==> config.mk <==
export PLATFORM = sky130hd
export DESIGN_NAME = rfpr_ctrl
export DESIGN_NICKNAME = d
export VERILOG_FILES = /design/src/sv/rfpr_pkg.sv /design/src/sv/rfpr_ctrl.sv
export SDC_FILE = /design/constraint.sdc
export NUM_CORES = 1
export LEC_CHECK = 0
export ABC_AREA = 1
export BUFFER_PORTS_ARGS = -buffer_cell sky130_fd_sc_hd__buf_2
export CAP_MARGIN = 20
export CORE_AREA = 2 2 39 41
export CTS_BUF_LIST = sky130_fd_sc_hd__clkbuf_8
export DETAILED_ROUTE_END_ITERATION = 8
export DIE_AREA = 0 0 41 43
export SLEW_MARGIN = 0
export SYNTH_ARGS = -nofsm -noshare
export SYNTH_HDL_FRONTEND = slang
export SYNTH_SLANG_ARGS = --single-unit
==> constraint.sdc <==
create_clock -name clk_i -period 0.93 [get_ports clk_i]
set_clock_uncertainty 0.05 [all_clocks]
set_input_delay 0 -clock clk_i [delete_from_list [all_inputs] [get_ports clk_i]]
set_output_delay 0 -clock clk_i [all_outputs]
set_load 0.005 [all_outputs]
==> src/sv/rfpr_pkg.sv <==
// Shared types, codes and default sizes of the RGB frame point-op and rotate engine.
package rfpr_pkg;

  // Default sizes for the top-level parameters
  localparam int unsigned MAX_WIDTH_DEF    = 64;
  localparam int unsigned MAX_HEIGHT_DEF   = 64;
  localparam int unsigned CHANNEL_BITS_DEF = 16;

  // Fixed field widths of the channels
  localparam int unsigned CHAN_W     = 16;
  localparam int unsigned DIM_CFG_W  = 7;
  localparam int unsigned CFG_IDX_W  = 3;
  localparam int unsigned CFG_DATA_W = 16;
  localparam int unsigned MODE_W     = 2;

  // Reset values of the configuration registers
  localparam logic [DIM_CFG_W-1:0] WIDTH_RST  = 7'd64;
  localparam logic [DIM_CFG_W-1:0] HEIGHT_RST = 7'd64;
  localparam logic [CHAN_W-1:0]    MAXCOL_RST = 16'd255;

  // Configuration register indexes
  typedef enum logic [CFG_IDX_W-1:0] {
    REG_IMAGE_WIDTH  = 3'd0,
    REG_IMAGE_HEIGHT = 3'd1,
    REG_MAX_COLOUR   = 3'd2,
    REG_POINT_MODE   = 3'd3,
    REG_ROTATION     = 3'd4
  } cfg_reg_e;

  // Item operation codes
  typedef enum logic {
    OP_LOAD  = 1'b0,
    OP_FETCH = 1'b1
  } op_e;

  // Point operations
  typedef enum logic [MODE_W-1:0] {
    PT_NONE     = 2'd0,
    PT_GRAY     = 2'd1,
    PT_MONO     = 2'd2,
    PT_NEGATIVE = 2'd3
  } point_e;

  // Rotation codes (the unused code behaves as rotate right)
  typedef enum logic [MODE_W-1:0] {
    ROT_NONE  = 2'd0,
    ROT_LEFT  = 2'd1,
    ROT_RIGHT = 2'd2,
    ROT_SPARE = 2'd3
  } rot_e;

  // Controller states
  typedef enum logic [3:0] {
    S_IDLE,
    S_LD_SIZE,
    S_LD_WRITE,
    S_FT_POS,
    S_FT_MUL,
    S_FT_READ,
    S_FT_MEAN,
    S_FT_POINT,
    S_FT_OUT
  } state_e;

  // Datapath step strobes from the controller
  typedef struct packed {
    logic capture;
    logic ld_size;
    logic ld_write;
    logic ft_pos;
    logic ft_mul;
    logic ft_read;
    logic ft_mean;
    logic ft_point;
  } dp_cmd_t;

endpackage

==> src/sv/rfpr_ctrl.sv <==
// Controller: sequences the load and fetch steps of one item at a time.
module rfpr_ctrl (
  input  logic              clk_i,
  input  logic              rst_ni,
  input  logic              in_valid_i,
  input  logic              in_op_i,
  output logic              in_ready_o,
  output logic              out_valid_o,
  input  logic              out_ready_i,
  output rfpr_pkg::dp_cmd_t cmd_o
);
  import rfpr_pkg::*;

  state_e state_q, state_d;

  // State register
  always_ff @(posedge clk_i or negedge rst_ni) begin
    if (!rst_ni) begin
      state_q <= S_IDLE;
    end else begin
      state_q <= state_d;
    end
  end

  // Next state and step strobes
  always_comb begin
    state_d     = state_q;
    cmd_o       = '0;
    in_ready_o  = 1'b0;
    out_valid_o = 1'b0;
    case (state_q)
      S_IDLE: begin
        in_ready_o = 1'b1;
        if (in_valid_i) begin
          cmd_o.capture = 1'b1;
          state_d = (op_e'(in_op_i) == OP_FETCH) ? S_FT_POS : S_LD_SIZE;
        end
      end
      S_LD_SIZE: begin
        cmd_o.ld_size = 1'b1;
        state_d = S_LD_WRITE;
      end
      S_LD_WRITE: begin
        cmd_o.ld_write = 1'b1;
        state_d = S_IDLE;
      end
      S_FT_POS: begin
        cmd_o.ft_pos = 1'b1;
        state_d = S_FT_MUL;
      end
      S_FT_MUL: begin
        cmd_o.ft_mul = 1'b1;
        state_d = S_FT_READ;
      end
      S_FT_READ: begin
        cmd_o.ft_read = 1'b1;
        state_d = S_FT_MEAN;
      end
      S_FT_MEAN: begin
        cmd_o.ft_mean = 1'b1;
        state_d = S_FT_POINT;
      end
      S_FT_POINT: begin
        cmd_o.ft_point = 1'b1;
        state_d = S_FT_OUT;
      end
      S_FT_OUT: begin
        // Hold the result beat until it is taken
        out_valid_o = 1'b1;
        if (out_ready_i) begin
          state_d = S_IDLE;
        end
      end
      default: begin
        state_d = S_IDLE;
      end
    endcase
  end

endmodule

==> impl_results.md, run 1 <==
- Simple-Gate Fraction of Synth Area: 0.4178
- RSZ-0062 raised after global routing: yes
- CTS sink cnt: 4
- LEAKAGE: 0.0003259 uW
- CTS Buf Count: 3
- Top Registers: state_q (4)
- Yosys reg bits: 4
- Post-DRT Antenna Nets: 0
- Starting density of the core: 0.2034
- Max-cap violations: 0
- Synth cell types: 13
- I/O pin count: 15
- Reg-to-Reg End: state_q[1]
- Post-synthesis cell count: 44
- Starting DRT DRC Count: 5
- Area grow syn2layout: 92.89%
- Core area: 0.001384 sq mm
- Syn avg cell area: 6.398 sq um
- Die Width: 41 microns
- XOR/XNOR Fraction of Synth Area: 0
- Fin Setup TNS: -2.553 ns
- Max stage delay on crit path: 0.45 ns
- PwrDens: 3531 mW/mm^2
- Failing checks: negative setup slack
- Syn nets: 49
- Cell family with the largest share of critical-path delay: flip-flops
- Top cell type by total area after synthesis: dfrtp_1
- FILL cells: 152
- Critical Path Start: state_q[2]
- Crit path to: cmd_o[1]
- Top cells by area, synth: dfrtp_1 36%, inv_1 13%, nor2_1 12%
- Vias: 359
- Slack of the critical path: -0.2396 ns
- Vias in the first global route: 311
- Syn. warnings: 0
- Seq/Total Area, Yosys: 0.3556
- R2R setup slack: -0.18 ns
- Largest net degree at the start of global routing: 7
- Post-DP Area: 409.1 sq um
- DP HPWL: 546.6 microns
- Final Util: 0.3924
- Clock transition at the registers of the reported paths: 0.03 ns
- Bufs and invs on worst path: 4
- Worst endpoint required time: 0.88 ns
- Endpoints failing setup: 14
- Critical Path Start Type: register
- Post-Route WL: 806 microns
- Worst slew margin: 0.8801
- Max Fclk: 855.0 MHz
- VDD IR max: 1290 uV
- Register-to-Register Path Depth: 5
- # port buffers: 14
- Post-synthesis compound-gate area fraction: 0.06667
- Initial antenna violation count: 0
- Outcome: finished with violations
- Post-Synthesis Cell Area: 281.5 sq um
- Tmin final: 1.170 ns
- Hold slack: 0.05365 ns
- Worst EP arrival: 1.12 ns
- Fin crit share: 1.258
- CP Max Fanout: 5
- Net total in the final layout: 78
- Mux share of post-synthesis cell area: 0
- Worst min-delay path category: in2reg
- Largest family of logic cells by synthesized area: simple AND/OR/NAND/NOR gates
- First-pass DRT Iterations: 4
- Max reg flops: 4
- Yosys top cell area share: 0.3556
- Slew @ Worst Pin: 0.1783 ns
- CTS tree: done
- Area occupied by multi-input gates: 165.2 sq um
- Worst R2R Start: state_q[0]
- Critical path class: reg2out
- # diodes: 0
- Worst skew pair latency: 0.22 ns
- Drt drc: 0
- Final Hold Fails: 0
- Vias/cell: 4.126
- Overflow after GRT: 0
- WP depth: 6
- Root buffer cell: clkbuf_8
- GRT Total Usage: 0.1016
- Rows: 14
- Die area: 0.001763 sq mm
- Post-synthesis adder-cell area fraction: 0
- Post-route cell area: 543.0 sq um
- Worst setup EP type: output port
- Slew Viols, Final: 0
- Fin cells: 87
- H-tree lvl count: 1
- Layout cells sized above 1: 0.5915
- Critical-path cell list: buf_6 -> inv_4 -> nor2_2 -> nand2_1 -> inv_1 -> buf_2
- First-pass GRT wire length: 1193 microns
- Clock Tree Buf Depth: 2
- Die Y-Extent: 43 microns
- Largest Register: state_q
- Gpl congestion: 0.7515
- Avg WL per Cell: 9.264 microns
- Reg area: 102.6 sq um
- Slowest-stage cell, CP: dfrtp_2
- Placed insts: 79
-- Yosys cell counts (all sizes together) --
cell    n
dfrtp   4
inv    12
nand2   7
nand3   2
nand4   1
nor2   13
nor3    1
nor4    1
o21ai   3
-- area by class of cell --
| type | count | share of cell area |
|---|---|---|
| Tap cell | 16 | 0.03687 |
| Timing Repair Buffer | 24 | 0.3065 |
| Clock buffer | 3 | 0.07604 |
| Multi-Input combinational cell | 28 | 0.3041 |
| Sequential cell | 4 | 0.1889 |
| Inverter | 12 | 0.08756 |
-- repair_timing --
item,CTS,global route
hold buffers,1,0
endpoints found under the setup margin,14,14
hold endpoints to repair,4,0
pin swaps,2,3
setup buffers,2,2
gates resized for setup,7,8
-- worst reg2reg max path, stage by stage, from the launching register on --
cell	delay (ns)
dfrtp_2	0.45
nor2_4	0.14
buf_6	0.11
nand4_1	0.09
nand2_1	0.11
nor2_1	0.05
-- through the flow --
step | setup WS, ns | power, uW
final | -0.2396 | 1917
after global routing | -0.3163 | 2074
after CTS | -0.2512 | 1750
after detailed placement | -0.1249 | 1189
after global placement | -0.1221 | 1193
after floorplan | -0.04453 | 824.8
-- routing by layer --
layer  track usage  share of wire  vias up
li1              -              -      185
met1        0.1262           0.41      161
met2        0.1469           0.50       11
met3       0.03141          0.066        2
met4       0.06000          0.017        0
met5             0              0        -
-- cells by family (layout without fill, tap and decap cells) --
| group | Yosys count | count (layout) |
|---|---|---|
| flip-flops | 4 | 4 |
| buffers and inverters | 12 | 39 |
| AND/OR/NAND/NOR | 25 | 25 |
| AO/OA/AOI/OAI | 3 | 3 |
-- layout by cell type (no fill, tap or decap) --
master and n:
inv_1 9, nand4_1 1, nor2_4 2, buf_6 5
nand2_2 3, dfrtp_1 2, nor4_2 1, inv_4 1
buf_4 4, buf_2 14, o21ai_1 2, nand2_1 4
nor2_2 2, nor3_2 1, o21ai_2 1, dlygate4sd3_1 1
nand3_2 1, dfrtp_2 2, nor2_1 9, inv_2 2
nand3_1 1, clkbuf_8 3
-- power by group --
| group | switching (uW) | leakage, uW | internal, uW |
|---|---|---|---|
| logic | 546 | 0.000256 | 606 |
| clock network | 90.8 | 0.0000216 | 276 |
| registers | 141 | 0.0000487 | 258 |
-- worst min-delay path by stage --
stage	from	to	slack, ns	depth (start not counted)
global route	out_ready_i	state_q[3]	0.08	4
floorplan	rst_ni	state_q[0]	-0.35	0
finish	out_ready_i	state_q[3]	0.05	4
global placement	rst_ni	state_q[2]	-0.24	1
CTS	out_ready_i	state_q[3]	0.06	4
detailed placement	rst_ni	state_q[3]	-0.24	1
Power figures use the tool's default switching activity.
==> run 2, diff against run 1 <==
PLACE_DENSITY = 0.53   (was unset)
==> impl_results.md, run 2 (synthesis results as in run 1) <==
- First-pass GRT wire length: 1359 microns (+14%)
- Endpoints failing setup: 14 (unchanged)
- PwrDens: 3500 mW/mm^2 (-0.88%)
- Worst setup EP type: register
- Reg area: 103.9 sq um (+1.2%)
- Largest Register: state_q
- Placed insts: 80 (+1.3%)
- Fin crit share: 1.255 (-0.002202)
- Slew @ Worst Pin: 0.1945 ns (+0.01623 ns)
- Avg WL per Cell: 9.484 microns (+2.4%)
- Slew Viols, Final: 0 (unchanged)
- Clock Tree Buf Depth: 2 (unchanged)
- # diodes: 0 (unchanged)
- Final Util: 0.4222 (+0.02984)
- Area grow syn2layout: 107.6%
- LEAKAGE: 0.0003436 uW (+5.4%)
- Vias/cell: 4.033 (-2.3%)
- Worst slew margin: 0.8692 (-0.01091)
- Commonest cells after routing, fill and taps aside: 14 x buf_2, 9 x nor2_1, 8 x inv_1
- Core area: 0.001384 sq mm (unchanged)
- Worst endpoint required time: 0.98 ns (+0.10 ns)
- Top Registers: state_q (4)
- CTS Buf Count: 3 (unchanged)
- H-tree lvl count: 1 (unchanged)
- Post-DRT Antenna Nets: 0 (unchanged)
- Die Y-Extent: 43 microns (unchanged)
- Rows: 14 (unchanged)
- Commonest non-fill, non-tap cell in the layout: buf_2
- Final Hold Fails: 0 (unchanged)
- Starting DRT DRC Count: 1 (-4)
- Worst EP arrival: 1.22 ns (+0.10 ns)
- Vias in the first global route: 339 (+9.0%)
- Starting density of the core: 0.2034 (unchanged)
- Vias: 367 (+2.2%)
- Post-Route WL: 863 microns (+7.1%)
- Fin cells: 91 (+4.6%)
- DP HPWL: 572.1 microns (+4.7%)
- Layout cells sized above 1: 0.6400 (+0.04845)
- Overflow after GRT: 0 (unchanged)
- First-pass DRT Iterations: 4 (unchanged)
- Die Width: 41 microns (unchanged)
- # port buffers: 14 (unchanged)
- Root buffer cell: clkbuf_8
- Tmin final: 1.168 ns (-0.002048 ns)
- Setup WS pre-CTS: -0.1378 ns (-0.01289 ns)
- Max Fclk: 856.5 MHz (+0.18%)
- I/O pin count: 15 (unchanged)
- Worst skew pair latency: 0.21 ns (about the same)
- Largest net degree at the start of global routing: 7 (unchanged)
- Gpl congestion: 0.8169 (+8.7%)
- CTS sink cnt: 4 (unchanged)
- CP Max Fanout: 6 (+1)
- Net total in the final layout: 82 (+5.1%)
- Area occupied by multi-input gates: 173.9 sq um (+5.3%)
- Outcome: finished with violations
- Max-cap violations: 0 (unchanged)
- Tot Pwr: 2045 uW (+6.7%)
- FILL cells: 158 (+3.9%)
- RSZ-0062 raised after global routing: yes
- Worst min-delay path category: in2async
- Drt drc: 0 (unchanged)
- Slack of the critical path: -0.2376 ns (+0.002048 ns)
- CTS tree: done
- Critical Path Start Type: register
- Max reg flops: 4 (unchanged)
- Critical path class: reg2reg
- Initial antenna violation count: 0 (unchanged)
- Die area: 0.001763 sq mm (unchanged)
- GRT Total Usage: 0.1149 (+0.01331)
- Clock transition at the registers of the reported paths: 0.03 ns (about the same)
- Failing checks: negative setup slack
- VDD IR max: 1584 uV (+23%)
## run 2: critical path, cell delays in order (launching register included)
cell and delay, ns:
dfrtp_2 0.44, nor2_4 0.15, buf_4 0.13, buf_6 0.08, nand3_1 0.06, nand2_1 0.08, nor2_1 0.05
## run 2: report_power, final
part	leakage [uW]	internal (uW)	total (uW)	switching (uW)
Combinational	0.000275	693	1290	592
Sequential	0.0000471	260	399	140
Clock	0.0000216	275	360	84.5
## run 2: metal layers
metal,global-route usage,wire length (microns),vias to the layer above
met5,0,0,-
met4,0.06000,0,0
met3,0.03141,37,0
met2,0.1719,474,8
met1,0.1433,351,166
li1,-,-,193
## run 2: path summary, 6_finish.rpt
| kind | startpoint | end | slack [ns] | depth (start not counted) |
|---|---|---|---|---|
| max | state_q[0] | state_q[1] | -0.24 | 6 |
| min in group clk_i | in_op_i | state_q[1] | 0.09 | 5 |
| min | rst_ni | state_q[1] | 0.07 | 2 |
| max in group asynchronous | rst_ni | state_q[3] | 0.62 | 2 |
| min reg2reg | state_q[1] | state_q[3] | 0.63 | 2 |
| max reg2reg | state_q[0] | state_q[1] | -0.24 | 6 |
## run 2: cell type report
class,count,area share
timing repair buffer,28,0.3426
multi-input combinational,28,0.2976
sequential,4,0.1777
inverter,12,0.07709
clock buffer,3,0.07066
tap,16,0.03426
## run 2: through the flow
stage / setup TNS [ns] / hold slack [ns] / area, sq um
floorplan: -0.08905 / -0.3456 / 281.5
global placement: -0.5435 / -0.2405 / 416.7
detailed placement: -0.5357 / -0.2391 / 416.7
CTS: -2.466 / 0.06668 / 549.3
global route: -3.646 / 0.07634 / 584.3
finish: -2.655 / 0.07327 / 584.3
## run 2: timing repair
| item | CTS | global route |
|---|---|---|
| pin swaps | 2 | 2 |
| endpoints found under the hold margin | 4 | 0 |
| hold buffers | 1 | 0 |
| setup endpoints to repair | 14 | 14 |
| setup buffers | 5 | 2 |
| gates resized for setup | 13 | 6 |
==> run 3, diff against run 2 <==
GPL_TIMING_DRIVEN = 0   (was unset)
==> impl_results.md, run 3 (synthesis results as in run 1) <==
- Worst endpoint required time: 0.88 ns (-0.10 ns)
- Die area: 0.001763 sq mm (unchanged)
- H-tree lvl count: 1 (unchanged)
- Post-Route WL: 729 microns (-16%)
- Starting density of the core: 0.2034 (unchanged)
- Clock Tree Buf Depth: 2 (unchanged)
- Final Hold Fails: 0 (unchanged)
- Die Y-Extent: 43 microns (unchanged)
- Gpl congestion: 0.7749 (-5.1%)
- Switching Share: 0.4283 (+0.02908)
- Net total in the final layout: 74 (-9.8%)
- Top Registers: state_q (4)
- Worst EP arrival: 1.12 ns (-0.10 ns)
- Vias/cell: 4.000 (-0.82%)
- Max-cap violations: 0 (unchanged)
- Starting DRT DRC Count: 5 (+4)
- Slowest-stage cell, CP: dfrtp_2
- CP Max Fanout: 6 (unchanged)
- Critical path class: reg2out
- CTS sink cnt: 4 (unchanged)
- Largest Register: state_q
- Max stage delay on crit path: 0.44 ns (about the same)
- Tmin final: 1.169 ns (+0.0009840 ns)
- Reg area: 103.9 sq um (unchanged)
- Comb pwr share: 0.552 (-0.077)
- Failing checks: negative setup slack
- Critical Path Start Type: register
- PwrDens: 3467 mW/mm^2 (-0.93%)
- Area grow syn2layout: 76.00%
- Final Util: 0.3580 (-0.06420)
- Pint: 982.1 uW (-20%)
- FILL cells: 169 (+7.0%)
- Core area: 0.001384 sq mm (unchanged)
- Commonest non-fill, non-tap cell in the layout: buf_2
- Worst min-delay path category: in2reg
- Vias: 332 (-9.5%)
- RSZ-0062 raised after global routing: yes
- LEAKAGE: 0.0002978 uW (-13%)
- Max Fclk: 855.8 MHz (about the same)
- Worst skew pair latency: 0.22 ns (about the same)
- Fin crit share: 1.257 (about the same)
- Rows: 14 (unchanged)
- Vias in the first global route: 296 (-13%)
- DP HPWL: 539.9 microns (-5.6%)
- Critical-path cell list: nor2_4 -> inv_2 -> nor3_2 -> buf_2
- Endpoints failing setup: 13 (-1)
- Overflow after GRT: 0 (unchanged)
- Post-DRT Antenna Nets: 0 (unchanged)
- Drt drc: 0 (unchanged)
- CTS tree: done
- VDD IR max: 1346 uV (-15%)
- Die Width: 41 microns (unchanged)
- # port buffers: 14 (unchanged)
- Clock transition at the registers of the reported paths: 0.03 ns (about the same)
- CTS Buf Count: 3 (unchanged)
- Worst setup EP type: output port
- I/O pin count: 15 (unchanged)
- Clock network fraction of total power: 0.214 (+0.038)
- Slack of the critical path: -0.2386 ns (-0.0009840 ns)
- # diodes: 0 (unchanged)
- First-pass GRT wire length: 1235 microns (-9.1%)
- Max reg flops: 4 (unchanged)
- Outcome: finished with violations
- Initial antenna violation count: 0 (unchanged)
- Root buffer cell: clkbuf_8
- Tot Pwr: 1718 uW (-16%)
- First-pass DRT Iterations: 3 (-1)
- Flop pwr share: 0.233 (+0.038)
- Sw Pwr: 735.8 uW (-9.9%)
- Area occupied by multi-input gates: 167.7 sq um (-3.6%)
- Avg WL per Cell: 8.783 microns (-7.4%)
- Slew Viols, Final: 0 (unchanged)
- Layout cells sized above 1: 0.5970 (-0.04299)
- Setup WS pre-CTS: -0.1877 ns (-0.04993 ns)
- Commonest cells after routing, fill and taps aside: 14 x buf_2, 8 x inv_1, 7 x nor2_1
- GRT Total Usage: 0.1129 (-0.002016)
- Worst slew margin: 0.8674 (-0.001858)
- Slew @ Worst Pin: 0.1973 ns (+0.002764 ns)
- Largest net degree at the start of global routing: 7 (unchanged)
[run 3: cell types whose count changed in the layout (fill, tap and decap cells not counted)]
cell,before,now
o21ai_2,2,1
nor2_1,9,7
buf_4,7,5
o21ai_1,1,2
buf_6,6,0
nand2_2,2,1
nor2_4,3,2
nand2_1,4,5
nor2_2,1,4
[run 3: cell type report]
class                      instances  area share
multi-input combinational         28      0.3384
timing repair buffer              20      0.2374
sequential                         4      0.2096
inverter                          12     0.09091
clock buffer                       3     0.08333
tap                               16     0.04040
[run 3: final timing paths]
path / cells after the start / start / slack [ns] / end
max reg2reg: 6 / state_q[0] / -0.21 / state_q[0]
min reg2reg: 3 / state_q[2] / 0.62 / state_q[2]
max in group asynchronous: 2 / rst_ni / 0.63 / state_q[2]
max: 4 / state_q[0] / -0.24 / out_valid_o
min in group asynchronous: 2 / rst_ni / 0.07 / state_q[3]
min: 4 / out_ready_i / 0.06 / state_q[3]
[run 3: through the flow]
step                setup TNS (ns)  hold WS, ns  instance area (sq um)  instances
floorplan                 -0.08905      -0.3456                  281.5         44
finish                      -2.543      0.06412                  495.5         83
global route                -3.579      0.07757                  495.5         83
global placement           -0.5948      -0.2435                  371.6         74
CTS                         -2.476      0.06287                  465.4         81
detailed placement         -0.7345      -0.2402                  371.6         74
[run 3: power by group through the flow]
| stage | clock (uW) | sequential, uW | combinational, uW |
|---|---|---|---|
| after floorplan | 0 | 344 | 481 |
| after global routing | 401 | 413 | 1080 |
| after CTS | 383 | 402 | 845 |
| after detailed placement | 0 | 369 | 700 |
| final | 368 | 401 | 949 |
| after global placement | 0 | 368 | 691 |
[run 3: critical path, delay by kind of cell (launching register included)]
kind	cells	cell delay, ns
and+or+nand+nor	2	0.27
buffers and inverters	2	0.18
DFF	1	0.44
[run 3: metal layers]
| metal | global-route usage | wire length, microns |
|---|---|---|
| met1 | 0.1336 | 331 |
| met2 | 0.1469 | 315 |
| met3 | 0.06283 | 66 |
| met4 | 0.08000 | 16 |
| met5 | 0 | 0 |
[run 3: repair_timing]
action                                  4_1_cts  5_1_grt
setup buffers                                 3        2
endpoints found under the hold margin         4        0
endpoints found under the setup margin       14       14
gates resized for setup                       6        6
hold buffers                                  1        0
pin swaps                                     3        3
